`config.mk`:
```
export PLATFORM = sky130hd
export DESIGN_NAME = fmqd_ctrl
export DESIGN_NICKNAME = d
export VERILOG_FILES = /design/src/hdl/fm_quadrature_discriminator_unit_macros.svh /design/src/hdl/fmqd_pkg.sv /design/src/hdl/fmqd_ctrl.sv
export SDC_FILE = /design/constraint.sdc
export NUM_CORES = 1
export LEC_CHECK = 0
export BUFFER_PORTS_ARGS = -buffer_cell sky130_fd_sc_hd__buf_4
export CAP_MARGIN = 20
export CORE_AREA = 2 2 39 41
export DETAILED_ROUTE_END_ITERATION = 10
export DIE_AREA = 0 0 41 43
export SLEW_MARGIN = 20
export SYNTH_ARGS = -nofsm -noshare
export SYNTH_HDL_FRONTEND = slang
export SYNTH_SLANG_ARGS = --single-unit
```
`constraint.sdc`:
```
create_clock -name clk -period 1.4 [get_ports clk]
set_input_delay 0 -clock clk [delete_from_list [all_inputs] [get_ports clk]]
set_output_delay 0 -clock clk [all_outputs]
set_load 0.005 [all_outputs]
```
`src/hdl/fm_quadrature_discriminator_unit_macros.svh`:
```
// ----------------------------------------------------------------------------
// Assertion macros for the FM quadrature discriminator
// Concurrent assertion wrappers that drop out when SYNTHESIS is defined.
// ----------------------------------------------------------------------------
`ifndef FM_QUADRATURE_DISCRIMINATOR_UNIT_MACROS_SVH
`define FM_QUADRATURE_DISCRIMINATOR_UNIT_MACROS_SVH
`ifndef SYNTHESIS
`define FMQD_ASSERT(lbl, clk, rst_n, prop, msg) \
	lbl: assert property (@(posedge clk) disable iff (!rst_n) (prop)) else $error(msg);
`define FMQD_ASSERT_NEXT(lbl, clk, rst_n, ante, cons, msg) \
	lbl: assert property (@(posedge clk) disable iff (!rst_n) (ante) |=> (cons)) \
		else $error(msg);
`else
`define FMQD_ASSERT(lbl, clk, rst_n, prop, msg)
`define FMQD_ASSERT_NEXT(lbl, clk, rst_n, ante, cons, msg)
`endif
`endif

```
`src/hdl/fmqd_pkg.sv`:
```
// ----------------------------------------------------------------------------
// FM quadrature discriminator package
// Types, command and status structs and fixed-point constants.
// ----------------------------------------------------------------------------
package fmqd_pkg;

	localparam int DIV_W = 48;
	localparam int DIV_CNT_W = 6;

	localparam logic [31:0] GAIN_RESET = 32'h7FFF_0000;
	localparam logic [15:0] ATAN_K_Q16 = 16'd18406;
	localparam logic [16:0] HALF_PI_Q16 = 17'd102944;
	localparam logic [47:0] ONE_Q16 = 48'd65536;
	localparam logic [31:0] X_POS_MAX = 32'h7FFF_FFFF;
	localparam logic [31:0] X_NEG_MAX = 32'h8000_0000;

	typedef enum logic [3:0] {
		ST_IDLE,
		ST_MUL,
		ST_SUM,
		ST_CHK,
		ST_DIVX,
		ST_XSAT,
		ST_SQR,
		ST_KX,
		ST_LDA,
		ST_DIVA,
		ST_ANG,
		ST_SCALE,
		ST_OUT
	} fmqd_state_t;

	typedef enum logic [3:0] {
		OP_NONE,
		OP_LOAD,
		OP_MUL,
		OP_SUM,
		OP_DIVX,
		OP_XSAT,
		OP_SQR,
		OP_KX,
		OP_DIVA,
		OP_ANG,
		OP_HALFPI,
		OP_SCALE,
		OP_OUT
	} fmqd_op_t;

	typedef struct packed {
		fmqd_op_t op;
	} fmqd_cmd_t;

	typedef struct packed {
		logic re_zero;
		logic div_done;
		logic out_free;
	} fmqd_status_t;

endpackage

```
`src/hdl/fmqd_ctrl.sv`:
```
// ----------------------------------------------------------------------------
// FM quadrature discriminator controller
// Sequences one request through the datapath and the shared divider.
// ----------------------------------------------------------------------------
module fmqd_ctrl import fmqd_pkg::*; (
	input  logic         clk,
	input  logic         arst_n,
	input  logic         in_valid,
	output logic         in_ready,
	input  fmqd_status_t status,
	output fmqd_cmd_t    cmd
);

	fmqd_state_t state_q;
	fmqd_state_t state_d;

	always_ff @(posedge clk or negedge arst_n) begin
		if (!arst_n) begin
			state_q <= ST_IDLE;
		end else begin
			state_q <= state_d;
		end
	end

	always_comb begin
		state_d = state_q;
		unique case (state_q)
			ST_IDLE:  if (in_valid) state_d = ST_MUL;
			ST_MUL:   state_d = ST_SUM;
			ST_SUM:   state_d = ST_CHK;
			ST_CHK:   state_d = status.re_zero ? ST_SCALE : ST_DIVX;
			ST_DIVX:  if (status.div_done) state_d = ST_XSAT;
			ST_XSAT:  state_d = ST_SQR;
			ST_SQR:   state_d = ST_KX;
			ST_KX:    state_d = ST_LDA;
			ST_LDA:   state_d = ST_DIVA;
			ST_DIVA:  if (status.div_done) state_d = ST_ANG;
			ST_ANG:   state_d = ST_SCALE;
			ST_SCALE: state_d = ST_OUT;
			ST_OUT:   if (status.out_free) state_d = ST_IDLE;
			default:  state_d = ST_IDLE;
		endcase
	end

	always_comb begin
		cmd.op = OP_NONE;
		in_ready = 1'b0;
		unique case (state_q)
			ST_IDLE: begin
				in_ready = 1'b1;
				if (in_valid) cmd.op = OP_LOAD;
			end
			ST_MUL:   cmd.op = OP_MUL;
			ST_SUM:   cmd.op = OP_SUM;
			ST_CHK:   cmd.op = status.re_zero ? OP_HALFPI : OP_DIVX;
			ST_DIVX:  cmd.op = OP_NONE;
			ST_XSAT:  cmd.op = OP_XSAT;
			ST_SQR:   cmd.op = OP_SQR;
			ST_KX:    cmd.op = OP_KX;
			ST_LDA:   cmd.op = OP_DIVA;
			ST_DIVA:  cmd.op = OP_NONE;
			ST_ANG:   cmd.op = OP_ANG;
			ST_SCALE: cmd.op = OP_SCALE;
			ST_OUT:   if (status.out_free) cmd.op = OP_OUT;
			default:  cmd.op = OP_NONE;
		endcase
	end

endmodule

```
==> results by group, run 1 <==
Logic synthesis
  – Yosys warnings: 0
  – Sequential share of the synthesized area: 26.32%
  – Main flop type after synthesis: dfrtp_1
  – Mapped Area: 380.4 um^2
  – Mapped Nets: 54
  – Post-synth EDFFs: 0
  – Avg Cell Area, Syn: a little under 8 um^2
  – Synth Register Bits: 4
  – Post-synth ARST share: 100.0%
  – Cell variety after synth: 26
  – Gate Count Post-Synth: between 40 and 50

Cells and area
  – Area added between synthesis and finish: 43.42%
  – Layout cells sized above 1: 42.86%
  – Antenna cells: 0
  – Largest regs: state_q: 4 flops
  – Max reg flops: 4
  – Final Non-Filler Cells: 79
  – Fillers: 149
  – Nets: 71
  – Largest Register: state_q
  – Final Cell Area: 545.5 um^2

Placed design
  – Placed cells: 73
  – Placer Congestion: 0.7405
  – HPWL after detailed placement: 676.1 um
  – Dpl cell area: ~470 um^2
  – Port Buffers: 10

GRT
  – GR Util met2: around a fifth
  – First-pass GRT wire length: 1656 um
  – Vias in the first global route: 389
  – Initial antenna violation count: 0
  – Met1 Resource Use GR: 17.59%
  – Grt ovf: 0
  – Met3 Use GR: 3.141%
  – Global route hottest layer: met2
  – Total GRT Usage: 14.72%
  – Largest net degree at the start of global routing: 13

Timing
  – Setup violations, final: 0
  – Tightest Pin Transition: 0.2649 ns
  – Hold Slack: 0.07459 ns
  – Hold Fails Final Rpt: 0
  – RSZ-0062 raised after global routing: yes
  – Minimum clock period: 1.360 ns
  – Upper clock frequency limit: 0.7353 GHz
  – Clk_skew: 0.003585 ns
  – Rel. slew slack: 82.11%
  – Final Cycle Share: 97.14%
  – Max Slew Vio Count: 0

Job
  – Maxcap violations: 0

Route
  – Remaining DRCs: 0
  – ANT nets after route: 0
  – Via Count: 431
  – Post-DR wirelength/cell: 12.59 um
  – Final WL: between 900 and 1000 um
  – Via-to-Cell Ratio: around 5.5
  – Iteration-0 DRC Markers: 7
  – First-pass DRT Iterations: 4

Pwr
  – Total power: 1325 uW
  – P_leak: 0.0002209 uW
  – Worst ir drop on vdd: ~960 uV
  – P per Cell Area: 2429 nW/um^2

Setup path
  – CP Class: reg2out
  – CP Max Fanout: 11
  – Data required time of the worst path: 1.40 ns
  – Crit path launch type: flop
  – Critical path arrival: 1.36 ns
  – Worst Setup End Kind: output pin

Floorplan
  – Die Area: ~1800 um^2
  – Die Y: 43 um
  – Core area: 1384 um^2
  – Initial Utilization: 27.49%
  – Cell Rows: 14
  – Die Width: 41 um
  – IO Pins: 11

CTS
  – # H-tree levels: 1
  – Worst-skew pair later-pin latency: 0.24 ns
  – Clock buffer depth: 2
  – Clk sinks: 4
  – CTS root buffer: clkbuf_4
  – CTS Buf Count: 3
  – TritonCTS clock tree: built
  – Clk pin slew, worst setup/hold paths: 0.04 ns

Run status
  – Outcome: complete, no violations

Hold path
  – HP Class: in2reg
-- timing repair --
item,in CTS,in global routing
pin swaps,0,1
gates resized for setup,5,5
endpoints found under the hold margin,4,0
hold buffers,1,0
endpoints found under the setup margin,3,5
buffers inserted,0,2
-- critical path: stages (launching register included) --
cell	delay [ns]
dfrtp_2	0.50
buf_4	0.18
a21oi_1	0.04
o31ai_1	0.24
buf_4	0.15
-- Yosys cell counts (2+ instances only) --
master | n | area [um^2]
a21oi_1 | 4 | 20.02
buf_2 | 2 | 10.01
buf_6 | 2 | 22.52
dfrtp_1 | 4 | 100.1
inv_1 | 2 | 7.510
nand2_1 | 2 | 7.510
nor2_1 | 3 | 11.26
nor2b_1 | 3 | 18.77
nor3b_1 | 2 | 15.01
nor4_1 | 2 | 12.51
o21a_1 | 2 | 15.01
o21ai_0 | 5 | 25.02
o22ai_1 | 2 | 12.51
-- cell families (layout without fill, tap and decap cells) --
group / Yosys count / in the layout / share of synthesized area, %
buffers and inverters: 6 / 21 / 10.53
AOI/OAI and AO/OA: 23 / 23 / 39.48
DFF: 4 / 4 / 26.32
and+or+nand+nor: 15 / 15 / 23.68
-- final timing paths --
check                                        from                      to  slack [ns]  cells past startpoint
max                        state_q[3]$_DFFE_PN0P_                  cmd[3]        0.04                      4
min                                     status[1]  state_q[0]$_DFFE_PN0P_        0.07                      3
max reg2reg                state_q[3]$_DFFE_PN0P_  state_q[2]$_DFFE_PN0P_        0.19                      4
min reg2reg                state_q[1]$_DFFE_PN0P_  state_q[2]$_DFFE_PN0P_        0.62                      1
max in group asynchronous                  arst_n  state_q[2]$_DFFE_PN0P_        1.19                      2
min in group asynchronous                  arst_n  state_q[3]$_DFFE_PN0P_        0.10                      2
-- per-stage QoR --
| step | setup WS (ns) | setup TNS [ns] | utilization [%] |
|---|---|---|---|
| after detailed placement | 0.1865 | 0 | 33.63 |
| after CTS | 0.006270 | 0 | 37.07 |
| after global placement | 0.1785 | 0 | 33.63 |
| after global routing | -0.03181 | -0.05063 | 39.42 |
| final | 0.04004 | 0 | 39.42 |
| after floorplan | 0.2917 | 0 | - |
-- power breakdown --
group | switching (uW) | leakage (uW) | total (uW) | internal [uW]
sequential | 163 | 0.0000448 | 346 | 182
clock | 50.1 | 0.0000138 | 146 | 96.1
combinational | 365 | 0.000162 | 834 | 468
total | 579 | 0.000221 | 1330 | 746
-- final cells by class --
cell class	count	area [um^2]	share of cell area (%)
clock buffers	3	22.52	4.128
repair buffers	16	122.6	22.48
inverters	2	7.507	1.376
multi-input cells	38	267.8	49.08
well taps	16	20.02	3.670
flip-flops and latches	4	105.1	19.27
-- per-layer routing --
layer	up-vias	wire [um]
met5	-	0
met4	0	0
met3	0	17
met2	5	549
met1	214	428
li1	212	-
-- layout by cell type (no fill, tap or decap), types with 2 or more instances in the layout --
cell      netlist  layout
clkbuf_4        0       3
buf_4           0      15
dfrtp_2         0       4
o21ai_1         1       2
o21a_1          2       2
a21oi_1         4       4
nand2_1         2       2
o22ai_1         2       2
nor2b_1         3       2
inv_1           2       2
o21ai_0         5       4
nor3b_1         2       2
nor2_1          3       3
No activity file was read; power rests on OpenSTA's default activity.
==> run 2, diff against run 1 <==
Settings changed: CAP_MARGIN 20 to not set, CTS_BUF_LIST set to sky130_fd_sc_hd__clkbuf_8, GPL_TIMING_DRIVEN set to 0.
==> results by group, run 2 (same netlist as run 1, synthesis figures left out) <==
Run status
  – Outcome: complete, no violations

Floorplan
  – Cell Rows: 14 (unchanged)
  – Die Y: 43 um (unchanged)
  – Die Width: 41 um (unchanged)
  – Core area: 1384 um^2 (unchanged)
  – Initial Utilization: 27.49% (unchanged)
  – Die Area: 1763 um^2 (unchanged)
  – IO Pins: 11 (unchanged)

Pwr
  – P_leak: 0.0002215 uW (+0.28%)
  – P per Cell Area: 2537 nW/um^2 (+4.4%)
  – Worst ir drop on vdd: 798.1 uV (-17%)

Timing
  – Hold Slack: 0.08807 ns (+0.01348 ns)
  – Final Cycle Share: 94.94% (-2.2 points)
  – Setup TNS: 0 ns (unchanged)
  – Hold Fails Final Rpt: 0 (unchanged)
  – Minimum clock period: 1.329 ns (-0.03076 ns)
  – Clk_skew: 0.005064 ns (+0.001479 ns)
  – Max Slew Vio Count: 0 (unchanged)
  – RSZ-0062 raised after global routing: no
  – Setup violations, final: 0 (unchanged)
  – Rel. slew slack: 80.50% (-1.6 points)
  – Upper clock frequency limit: 0.7523 GHz (+2.3%)
  – Tightest Pin Transition: 0.2887 ns (+0.02380 ns)

Cells and area
  – Max reg flops: 4 (unchanged)
  – Commonest non-fill, non-tap cells in the layout: 10 x buf_4, 5 x o21ai_0, 4 x a21oi_1
  – Nets: 70 (-1.4%)
  – Antenna cells: 0 (unchanged)
  – Area added between synthesis and finish: 41.78%
  – Largest regs: state_q: 4 flops
  – Largest Register: state_q
  – Final Non-Filler Cells: 78 (-1.3%)
  – Commonest non-fill, non-tap cell in the layout: buf_4
  – Layout cells sized above 1: 35.48% (-7.4 points)

CTS
  – Clock buffer depth: 2 (unchanged)
  – # H-tree levels: 1 (unchanged)
  – Setup Buffers After CTS: 0 (unchanged)
  – Worst-skew pair later-pin latency: 0.22 ns (-0.02 ns)
  – CTS root buffer: clkbuf_8
  – Clk sinks: 4 (unchanged)
  – Clk pin slew, worst setup/hold paths: 0.03 ns (about the same)
  – TritonCTS clock tree: built
  – CTS Buf Count: 3 (unchanged)

Setup path
  – Crit path launch type: flop
  – CP Cell Sequence: nand2b_4 > o21a_1 > a211oi_2 > buf_4
  – Critical path arrival: 1.33 ns (-0.03 ns)
  – Worst setup path endpoint: cmd[1]
  – CP Class: reg2out
  – CP Max Fanout: 6 (-5)
  – Worst Setup End Kind: output pin
  – Crit path largest cell delay: 0.42 ns (-0.08 ns)
  – Slowest CP cell: dfrtp_1
  – Crit path launch: state_q[2]$_DFFE_PN0P_
  – Reg2reg setup slack: 0.19 ns (about the same)
  – RR Startpoint: state_q[1]$_DFFE_PN0P_
  – R2R Path End: state_q[0]$_DFFE_PN0P_
  – Data required time of the worst path: 1.40 ns (about the same)
  – Worst reg2reg path depth: 3 (-1)

Job
  – Maxcap violations: 0 (unchanged)

Hold path
  – HP Class: in2reg

Route
  – Iteration-0 DRC Markers: 9 (+2)
  – ANT nets after route: 0 (unchanged)
  – Post-DR wirelength/cell: 12.09 um (-4.0%)
  – Remaining DRCs: 0 (unchanged)
  – Via Count: 438 (+1.6%)
  – Final WL: 943 um (-5.2%)
  – First-pass DRT Iterations: 4 (unchanged)
  – Via-to-Cell Ratio: 5.615 (+2.9%)

GRT
  – Grt ovf: 0 (unchanged)
  – Vias in the first global route: 373 (-4.1%)
  – Total GRT Usage: 13.27% (-1.5 points)
  – Largest net degree at the start of global routing: 11 (-2)
  – Initial antenna violation count: 0 (unchanged)
  – First-pass GRT wire length: 1621 um (-2.1%)

Placed design
  – Placed cells: 74 (+1.4%)
  – Placer Congestion: 0.7719 (+4.2%)
  – HPWL after detailed placement: 696.4 um (+3.0%)
  – Port Buffers: 10 (unchanged)
[run 2: cell count changes in the layout (fill, tap and decap cells not counted), moves of 2 or more]
cell,delta
clkbuf_8,+3
dfrtp_1,+3
buf_6,+2
buf_4,-5
dfrtp_2,-3
clkbuf_4,-3
buf_2,+2
[run 2: through the flow]
| step | utilization [%] | cell area (um^2) | setup slack (ns) | total power, uW |
|---|---|---|---|---|
| global route | 38.97 | 539.3 | 0.01173 | 1487 |
| detailed placement | 34.36 | 475.5 | 0.1855 | 1083 |
| finish | 38.97 | 539.3 | 0.07080 | 1368 |
| floorplan | - | 380.4 | 0.2917 | 815.3 |
| CTS | 38.16 | 528.0 | 0.01707 | 1339 |
| global placement | 34.36 | 475.5 | 0.1831 | 1085 |
[run 2: final cells by class]
cell class	instances	area, um^2
fill	144	844.6
tap	16	20.02
buffer	4	32.53
multi-input combinational	38	251.5
timing repair buffer	11	85.08
clock buffer	3	41.29
inverter	2	7.507
sequential	4	101.3
[run 2: worst min-delay path by stage]
stage / startpoint / end / slack [ns] / depth (start not counted)
2_1_floorplan: arst_n / state_q[0]$_DFFE_PN0P_ / -0.30 / 0
3_3_place_gp: arst_n / state_q[0]$_DFFE_PN0P_ / -0.20 / 1
3_5_place_dp: arst_n / state_q[3]$_DFFE_PN0P_ / -0.20 / 1
4_1_cts: status[1] / state_q[0]$_DFFE_PN0P_ / 0.09 / 3
5_1_grt: arst_n / state_q[0]$_DFFE_PN0P_ / 0.12 / 2
6_report: status[1] / state_q[0]$_DFFE_PN0P_ / 0.09 / 3
[run 2: power breakdown]
group | leakage, uW | switching, uW | internal, uW
clock | 0.0000216 | 65.3 | 184
sequential | 0.0000484 | 74.2 | 175
combinational | 0.000152 | 426 | 444
[run 2: what timing repair did]
item                                    4_1_cts  5_1_grt
endpoints found under the hold margin         4        0
cloned                                        0        0
hold buffers                                  1        0
gates resized for setup                       1        2
endpoints found under the setup margin        1        1
[run 2: per-layer routing]
layer | routed length, um | up-vias | GRT usage, % | part of all wire [%]
met2 | 479 | 13 | 19.38 | 51
met3 | 28 | 4 | 1.571 | 3.0
met5 | 0 | - | 0 | 0
met1 | 403 | 210 | 17.74 | 43
met4 | 32 | 0 | 8.000 | 3.4
li1 | - | 211 | - | -
[run 2: critical path: cells and delay by family, from the launching register on]
| family | cells | cell delay, ns |
|---|---|---|
| and+or+nand+nor | 1 | 0.19 |
| buffers and inverters | 1 | 0.13 |
| AOI/OAI and AO/OA | 2 | 0.37 |
| DFF | 1 | 0.42 |
